File: src/sv/mlet_pkg.sv
// mlet_pkg: shared widths, codes, sentinel and the command/status structs
// used between the max line envelope table controller and datapath
// no dependencies
package mlet_pkg;

    localparam int SLOPE_W = 32;
    localparam int ICPT_W  = 63;
    localparam int VAL_W   = 64;
    localparam int DEN_W   = SLOPE_W + 1;

    localparam logic [1:0] OP_INSERT = 2'd0;
    localparam logic [1:0] OP_QUERY  = 2'd1;
    localparam logic [1:0] OP_CLEAR  = 2'd2;

    localparam logic [1:0] ST_OK    = 2'd0;
    localparam logic [1:0] ST_EMPTY = 2'd1;
    localparam logic [1:0] ST_FULL  = 2'd2;

    localparam logic signed [VAL_W-1:0] SENTINEL = 64'sh3f3f3f3f3f3f3f3f;

    typedef enum logic [1:0] {
        BP_SENT,
        BP_EQ,
        BP_DIV
    } bp_src_t;

    typedef enum logic [1:0] {
        WR_NONE,
        WR_MOVE,
        WR_NEW,
        WR_BP
    } wr_kind_t;

    typedef struct packed {
        logic     ld_in;
        logic     ld_a;
        logic     ld_b;
        logic     bp_load;
        bp_src_t  bp_src;
        logic     div_start;
        wr_kind_t wr_kind;
        logic     mul;
        logic     acc_sum;
        logic     val_load;
    } dp_cmd_t;

    typedef struct packed {
        logic slope_le;
        logic slope_eq;
        logic bp_lt_x;
        logic covers_raw;
        logic div_done;
    } dp_stat_t;

endpackage

File: src/sv/mlet_ctrl.sv
// mlet_ctrl: sequencer for insert, query and clear over the line table,
// with output register and status
// depends on mlet_pkg
module mlet_ctrl #(
    parameter int CAPACITY = 64,
    parameter int AW       = 6
) (
    input  logic               clk,
    input  logic               rst_n,
    input  logic               in_valid,
    output logic               in_ready,
    input  logic [1:0]         operation,
    output logic               out_valid,
    input  logic               out_ready,
    output logic [1:0]         status,
    output mlet_pkg::dp_cmd_t  cmd,
    input  mlet_pkg::dp_stat_t stat,
    output logic [AW-1:0]      rd_addr,
    output logic [AW-1:0]      wr_addr
);
    import mlet_pkg::*;

    localparam int CW = $clog2(CAPACITY + 1);

    typedef enum logic [4:0] {
        S_IDLE, S_RD_WAIT, S_RESP,
        S_SRCH, S_SCMP, S_SHF, S_SHW, S_NEW,
        S_A_TOP, S_A_CHK, S_B_TOP, S_B_CHK, S_C_TOP, S_C_CHK, S_C_SB,
        S_SB1, S_SB2, S_SB3, S_SB_WR,
        S_RM, S_RM_W,
        S_Q_CHK, S_Q_ADD
    } state_t;

    state_t        state_reg, ret_reg, ret2_reg, ret3_reg;
    logic [CW-1:0] cnt_reg, k_reg, pos_reg, x_reg, bi_reg;
    logic [AW-1:0] addr_reg;
    logic          has_next_reg;
    logic [1:0]    st_reg;
    logic [1:0]    status_reg;
    logic          out_valid_reg;

    logic [CW:0]   k_p1, bi_p1;
    logic [CW-1:0] x_m1;
    logic          bi_has_next, covers, out_free, q_more;

    always_comb
    begin
        k_p1        = {1'b0, k_reg} + 1'b1;
        bi_p1       = {1'b0, bi_reg} + 1'b1;
        x_m1        = x_reg - 1'b1;
        bi_has_next = bi_p1 < {1'b0, cnt_reg};
        covers      = has_next_reg && stat.covers_raw;
        out_free    = !out_valid_reg || out_ready;
        q_more      = (k_p1 < {1'b0, cnt_reg}) && stat.bp_lt_x;
    end

    always_comb
    begin
        cmd     = '0;
        wr_addr = k_reg[AW-1:0];
        unique case (state_reg)
            S_IDLE:  cmd.ld_in = in_valid;
            S_SB1:
            begin
                cmd.ld_a = 1'b1;
                if (!bi_has_next)
                begin
                    cmd.bp_load = 1'b1;
                    cmd.bp_src  = BP_SENT;
                end
            end
            S_SB2:
            begin
                cmd.ld_b = 1'b1;
                if (stat.slope_eq)
                begin
                    cmd.bp_load = 1'b1;
                    cmd.bp_src  = BP_EQ;
                end
                else
                begin
                    cmd.div_start = 1'b1;
                end
            end
            S_SB3:
            begin
                cmd.bp_load = stat.div_done;
                cmd.bp_src  = BP_DIV;
            end
            S_SB_WR:
            begin
                cmd.wr_kind = WR_BP;
                wr_addr     = bi_reg[AW-1:0];
            end
            S_SHW, S_RM_W: cmd.wr_kind = WR_MOVE;
            S_NEW:
            begin
                cmd.wr_kind = WR_NEW;
                wr_addr     = pos_reg[AW-1:0];
            end
            S_Q_CHK: cmd.mul      = !q_more;
            S_Q_ADD: cmd.acc_sum  = 1'b1;
            S_RESP:  cmd.val_load = out_free;
            default: ;
        endcase
    end

    always_ff @(posedge clk or negedge rst_n)
    begin
        if (!rst_n)
        begin
            state_reg     <= S_IDLE;
            ret_reg       <= S_IDLE;
            ret2_reg      <= S_IDLE;
            ret3_reg      <= S_IDLE;
            cnt_reg       <= '0;
            k_reg         <= '0;
            pos_reg       <= '0;
            x_reg         <= '0;
            bi_reg        <= '0;
            addr_reg      <= '0;
            has_next_reg  <= 1'b0;
            st_reg        <= ST_OK;
            status_reg    <= ST_OK;
            out_valid_reg <= 1'b0;
        end
        else
        begin
            if (out_valid_reg && out_ready)
                out_valid_reg <= 1'b0;
            unique case (state_reg)
                S_IDLE:
                begin
                    if (in_valid)
                    begin
                        st_reg    <= ST_OK;
                        k_reg     <= '0;
                        state_reg <= S_RESP;
                        case (operation)
                            OP_INSERT:
                            begin
                                if (cnt_reg == CW'(CAPACITY))
                                    st_reg <= ST_FULL;
                                else
                                    state_reg <= S_SRCH;
                            end
                            OP_QUERY:
                            begin
                                if (cnt_reg == '0)
                                    st_reg <= ST_EMPTY;
                                else
                                begin
                                    addr_reg  <= '0;
                                    ret_reg   <= S_Q_CHK;
                                    state_reg <= S_RD_WAIT;
                                end
                            end
                            OP_CLEAR: cnt_reg <= '0;
                            default:  ;
                        endcase
                    end
                end
                S_RD_WAIT: state_reg <= ret_reg;
                S_RESP:
                begin
                    if (out_free)
                    begin
                        out_valid_reg <= 1'b1;
                        status_reg    <= st_reg;
                        state_reg     <= S_IDLE;
                    end
                end
                // find the first entry with a larger slope
                S_SRCH:
                begin
                    if (k_reg < cnt_reg)
                    begin
                        addr_reg  <= k_reg[AW-1:0];
                        ret_reg   <= S_SCMP;
                        state_reg <= S_RD_WAIT;
                    end
                    else
                    begin
                        pos_reg   <= k_reg;
                        k_reg     <= cnt_reg;
                        state_reg <= S_SHF;
                    end
                end
                S_SCMP:
                begin
                    if (stat.slope_le)
                    begin
                        k_reg     <= k_p1[CW-1:0];
                        state_reg <= S_SRCH;
                    end
                    else
                    begin
                        pos_reg   <= k_reg;
                        k_reg     <= cnt_reg;
                        state_reg <= S_SHF;
                    end
                end
                S_SHF:
                begin
                    if (k_reg > pos_reg)
                    begin
                        addr_reg  <= AW'(k_reg - 1'b1);
                        ret_reg   <= S_SHW;
                        state_reg <= S_RD_WAIT;
                    end
                    else
                        state_reg <= S_NEW;
                end
                S_SHW:
                begin
                    k_reg     <= k_reg - 1'b1;
                    state_reg <= S_SHF;
                end
                S_NEW:
                begin
                    cnt_reg   <= cnt_reg + 1'b1;
                    x_reg     <= pos_reg;
                    state_reg <= S_A_TOP;
                end
                // drop followers dominated by the new line
                S_A_TOP:
                begin
                    bi_reg    <= x_reg;
                    addr_reg  <= x_reg[AW-1:0];
                    ret_reg   <= S_SB1;
                    ret2_reg  <= S_A_CHK;
                    state_reg <= S_RD_WAIT;
                end
                S_A_CHK:
                begin
                    if (covers)
                    begin
                        k_reg     <= CW'(x_reg + 1'b1);
                        ret3_reg  <= S_A_TOP;
                        state_reg <= S_RM;
                    end
                    else
                        state_reg <= S_B_TOP;
                end
                S_B_TOP, S_C_TOP:
                begin
                    if (x_reg != '0)
                    begin
                        bi_reg    <= x_m1;
                        addr_reg  <= x_m1[AW-1:0];
                        ret_reg   <= S_SB1;
                        ret2_reg  <= (state_reg == S_B_TOP) ? S_B_CHK : S_C_CHK;
                        state_reg <= S_RD_WAIT;
                    end
                    else
                        state_reg <= S_RESP;
                end
                S_B_CHK:
                begin
                    if (!covers)
                        x_reg <= x_m1;
                    state_reg <= S_C_TOP;
                end
                // drop predecessors the new envelope hides
                S_C_CHK:
                begin
                    if (covers)
                    begin
                        x_reg     <= x_m1;
                        k_reg     <= x_reg;
                        ret3_reg  <= S_C_SB;
                        state_reg <= S_RM;
                    end
                    else
                        state_reg <= S_RESP;
                end
                S_C_SB:
                begin
                    bi_reg    <= x_reg;
                    addr_reg  <= x_reg[AW-1:0];
                    ret_reg   <= S_SB1;
                    ret2_reg  <= S_C_TOP;
                    state_reg <= S_RD_WAIT;
                end
                // breakpoint of entry bi against entry bi+1
                S_SB1:
                begin
                    has_next_reg <= bi_has_next;
                    if (bi_has_next)
                    begin
                        addr_reg  <= bi_p1[AW-1:0];
                        ret_reg   <= S_SB2;
                        state_reg <= S_RD_WAIT;
                    end
                    else
                        state_reg <= S_SB_WR;
                end
                S_SB2:   state_reg <= stat.slope_eq ? S_SB_WR : S_SB3;
                S_SB3:
                begin
                    if (stat.div_done)
                        state_reg <= S_SB_WR;
                end
                S_SB_WR: state_reg <= ret2_reg;
                // compact the table over entry k
                S_RM:
                begin
                    if (k_p1 < {1'b0, cnt_reg})
                    begin
                        addr_reg  <= k_p1[AW-1:0];
                        ret_reg   <= S_RM_W;
                        state_reg <= S_RD_WAIT;
                    end
                    else
                    begin
                        cnt_reg   <= cnt_reg - 1'b1;
                        state_reg <= ret3_reg;
                    end
                end
                S_RM_W:
                begin
                    k_reg     <= k_p1[CW-1:0];
                    state_reg <= S_RM;
                end
                S_Q_CHK:
                begin
                    if (q_more)
                    begin
                        k_reg     <= k_p1[CW-1:0];
                        addr_reg  <= k_p1[AW-1:0];
                        ret_reg   <= S_Q_CHK;
                        state_reg <= S_RD_WAIT;
                    end
                    else
                        state_reg <= S_Q_ADD;
                end
                S_Q_ADD: state_reg <= S_RESP;
                default: state_reg <= S_IDLE;
            endcase
        end
    end

    assign in_ready  = state_reg == S_IDLE;
    assign out_valid = out_valid_reg;
    assign status    = status_reg;
    assign rd_addr   = addr_reg;

    a_cnt_bound: assert property (@(posedge clk) disable iff (!rst_n)
        cnt_reg <= CW'(CAPACITY))
        else $error("line count above capacity");

    a_new_grows: assert property (@(posedge clk) disable iff (!rst_n)
        state_reg == S_NEW |=> cnt_reg == CW'($past(cnt_reg) + 1'b1))
        else $error("insert did not grow the table");

    a_div_wait: assert property (@(posedge clk) disable iff (!rst_n)
        (state_reg == S_SB3 && !stat.div_done) |=> state_reg == S_SB3)
        else $error("left divide wait early");

    a_resp_load: assert property (@(posedge clk) disable iff (!rst_n)
        (state_reg == S_RESP && out_free) |=> (out_valid_reg && state_reg == S_IDLE))
        else $error("result not presented");

endmodule

File: config.mk
export PLATFORM = sky130hd
export DESIGN_NAME = mlet_ctrl
export DESIGN_NICKNAME = d
export VERILOG_FILES = /design/src/sv/mlet_pkg.sv /design/src/sv/mlet_ctrl.sv
export SDC_FILE = /design/constraint.sdc
export NUM_CORES = 1
export LEC_CHECK = 0
export BUFFER_PORTS_ARGS = -buffer_cell sky130_fd_sc_hd__buf_2
export CAP_MARGIN = 5
export CORE_AREA = 2 2 127 129
export CTS_BUF_LIST = sky130_fd_sc_hd__clkbuf_4 sky130_fd_sc_hd__clkbuf_8 sky130_fd_sc_hd__clkbuf_16
export DETAILED_ROUTE_END_ITERATION = 10
export DIE_AREA = 0 0 129 131
export PLACE_DENSITY = 0.47
export SYNTH_ARGS = -nofsm -noshare
export SYNTH_HDL_FRONTEND = slang
export SYNTH_SLANG_ARGS = --single-unit
File: constraint.sdc
create_clock -name clk -period 3.5 [get_ports clk]
set_input_delay 0.175 -clock clk [delete_from_list [all_inputs] [get_ports clk]]
set_output_delay 0.175 -clock clk [all_outputs]
set_load 0.02 [all_outputs]
==> metrics.md <==
| Metric | Value |
|---|---|
| Ys flop type | dfrtp_1 |
| CTS max path bufs | 2 |
| TritonCTS Buffers | 9 |
| Htree depth | 3 |
| Drt via density | 5.67 |
| Setup TNS Final | 0 ns |
| Fin nets | 750 |
| FF+latch area | 0.00158 mm² |
| Post-DRT Antenna Nets | 0 |
| DIE AREA | 0.0169 mm² |
| Max-Cap Viols | 0 |
| Status | complete, no violations |
| Global route total overflow | 0 |
| Top cells by area, synth | dfrtp_1, ha_1, nand2_1, o21ai_0, nor2_1 |
| Worst hold stages | 3 |
| Die Span Y | 131 µm |
| Fmax achieved | 0.307 GHz |
| Leading area contributor after synthesis | dfrtp_1 |
| Largest net degree at the start of global routing | 64 |
| Vias in the first global route | 5,071 |
| Synthesis-to-finish area growth | 15.7% |
| CP arrival | 3.50 ns |
| Crit. End Element | flop |
| Critical path type | reg2reg |
| Antenna violations before repair | 0 |
| Register area share after synthesis | 0.298 |
| Reg2reg setup slack | 0.24 ns |
| RR Startpoint | bi_reg[0]$_DFFE_PN0P_ |
| CP startpoint kind | flop |
| Fin crit period | 3.26 ns |
| WHS Endpoint | out_valid$_DFF_PN0_ |
| # fillers | 1,640 |
| Port buffer count | 38 |
| 1st-pass router iterations | 8 |
| Mean Syn Cell Area | 7.94 µm² |
| Dpl ws | 0.215 ns |
| Async SR Flop Fraction | 1.00 |
| First-pass GRT wire length | 29.4 mm |
| Placer Congestion | 0.930 |
| Worst R2R End | ret_reg[1]$_DFFE_PN0P_ |
| Setup Skew | 0.00981 ns |
| Initial Utilization | 0.340 |
| Final wirelength | 18.8 mm |
| Die Span X | 129 µm |
| IO Pins | 39 |
| Clock Tree Root | clkbuf_16 |
| Hold WC Path Type | in2reg |
| Num rows | 46 |
| Distinct cell type count after synthesis | 75 |
| DRT iter0 DRCs | 553 |
| DR vias | 5,233 |
| Cell with the most instances after synthesis | nand2_1 |
| Share of layout cells above drive strength 1 | 0.144 |
| Design area | 0.00613 mm² |
| Avg WL per Cell | 20.3 µm |
| Post-CTS Setup Repair Bufs | 0 |
| Worst VDD drop | 0.336 mV |
| Unrepaired setup endpoints after global routing | no |
| Ant diodes | 0 |
| Core ar. | 0.0156 mm² |
| Worst hold slack | 0.130 ns |
| Cells on worst reg2reg path | 11 |
| Final Hold Viols | 0 |
| Worst-path maximum fanout | 11 |
| Hpwl dp | 14.4 mm |
| Clock sink total | 63 |
| Final period utilization | 0.932 |
| Worst path required time | 3.73 ns |
| Post-synth EDFFs | 0 |
| Slew Limit Fails | 0 |
| Synth warn | 0 |
| Syn Std Cell Area | 0.00530 mm² |
| Worst-path clk slew | 0.06 ns |
| GRT Total Usage | 0.233 |
| Most frequent cells after synthesis | nand2_1, dfrtp_1, o21ai_0 |
| Gate count after technology mapping | 667 |
| Finish-stage setup viols | 0 |
| Worst Min Path Start | out_ready |
| Share of the synthesized area in the top cell type | 0.298 |
| Leakage | 2.75 nW |
| Worst rel slew slack | 0.537 |
| Yosys reg bits | 63 |
| Cell Area, Placed | 0.00576 mm² |
| Area of the multi-input gates | 0.00341 mm² |
| DRC errors left | 0 |
| Skew-Pair Late Insertion Delay | 0.35 ns |
| Synthesized Nets | 715 |
| CTS tree | built |
| Pwr dens | 959 mW/mm² |
| Worst-margin pin slew | 0.690 ns |
| Worst Slack Setup Final | 0.238 ns |
==> power by group <==
| group | total, mW | internal [mW] | switching [mW] | leakage, nW |
|---|---|---|---|---|
| Sequential | 1.35 | 0.982 | 0.363 | 0.813 |
| Clock | 1.06 | 0.712 | 0.353 | 0.168 |
| Combinational | 3.47 | 1.28 | 2.19 | 1.77 |
| Total | 5.88 | 2.97 | 2.91 | 2.75 |
==> placed cells by master, fill, tap and decap left out, drive strengths merged, types with 5 or more instances in the layout <==
master  Yosys  final
a21o        5      5
a21oi      41     41
a221oi      6      6
a22oi      14     14
a31oi       8      8
and2        5      5
and3        8      8
buf        21     61
clkbuf     17     10
dfrtp      63     63
ha         36     36
inv        36     36
mux2       10     10
nand2      93     93
nand2b     12     12
nand3      21     21
nand4       5      5
nor2       57     57
nor2b       8      8
nor3       22     22
nor4        5      5
o21ai      60     60
o22a        6      6
o31ai       8      8
xnor2      15     15
xor2       15     15
==> routing by layer <==
metal	track usage	vias up	part of all wire
li1	-	2472	-
met1	0.320	2489	0.45
met2	0.359	217	0.45
met3	0.0330	55	0.063
met4	0.116	0	0.040
met5	0	-	0
==> timing repair <==
action,CTS,global route
hold buffers,1,0
gates resized for setup,0,4
endpoints found under the setup margin,0,8
endpoints found under the hold margin,63,0
==> critical path, cell delays in order (launching register included) <==
cell      delay [ns]
dfrtp_1         0.47
nand3_1         0.18
nor2_1          0.19
xor2_2          0.21
ha_1            0.27
a21o_1          0.16
a221o_1         0.37
o21ai_2         0.23
nand4_1         0.15
and4bb_1        0.32
buf_4           0.24
mux2_2          0.35
==> worst max-delay path by stage <==
stage                                         from                     end  slack, ns  cells past startpoint
after floorplan           state_reg[4]$_DFFE_PN0P_  cnt_reg[6]$_DFFE_PN0P_       0.46                     12
after global placement        k_reg[1]$_DFFE_PN0P_    k_reg[5]$_DFFE_PN0P_       0.28                     11
after detailed placement     bi_reg[0]$_DFFE_PN0P_  ret_reg[1]$_DFFE_PN0P_       0.22                     11
after CTS                    bi_reg[0]$_DFFE_PN0P_  ret_reg[1]$_DFFE_PN0P_       0.21                     11
after global routing         bi_reg[0]$_DFFE_PN0P_  ret_reg[1]$_DFFE_PN0P_       0.06                     11
final                        bi_reg[0]$_DFFE_PN0P_  ret_reg[1]$_DFFE_PN0P_       0.24                     11
==> kinds of logic after synthesis <==
family                   after synthesis  share of synthesized area
AO/OA/AOI/OAI                        197                      0.246
buffers and inverters                 75                     0.0607
multiplexers                          13                     0.0319
adder cells (fa/ha/maj)               37                     0.0888
AND/OR/NAND/NOR                      252                      0.225
flip-flops                            63                      0.298
XOR/XNOR                              30                     0.0496
==> through the flow <==
step	cells	util	total power, mW
final	923	0.393	5.88
after global routing	923	0.393	6.31
after CTS	923	0.392	5.84
after detailed placement	906	0.369	4.75
after global placement	906	0.369	4.74
after floorplan	667	-	3.69
==> cell type report <==
class                           instances  area share
Multi-Input combinational cell        529       0.557
Sequential cell                        63       0.257
Timing Repair Buffer                   62      0.0628
Tap cell                              216      0.0441
Clock buffer                           10      0.0390
Inverter                               37      0.0226
Clock inverter                          6      0.0175
Power figures use the tool's default switching activity.
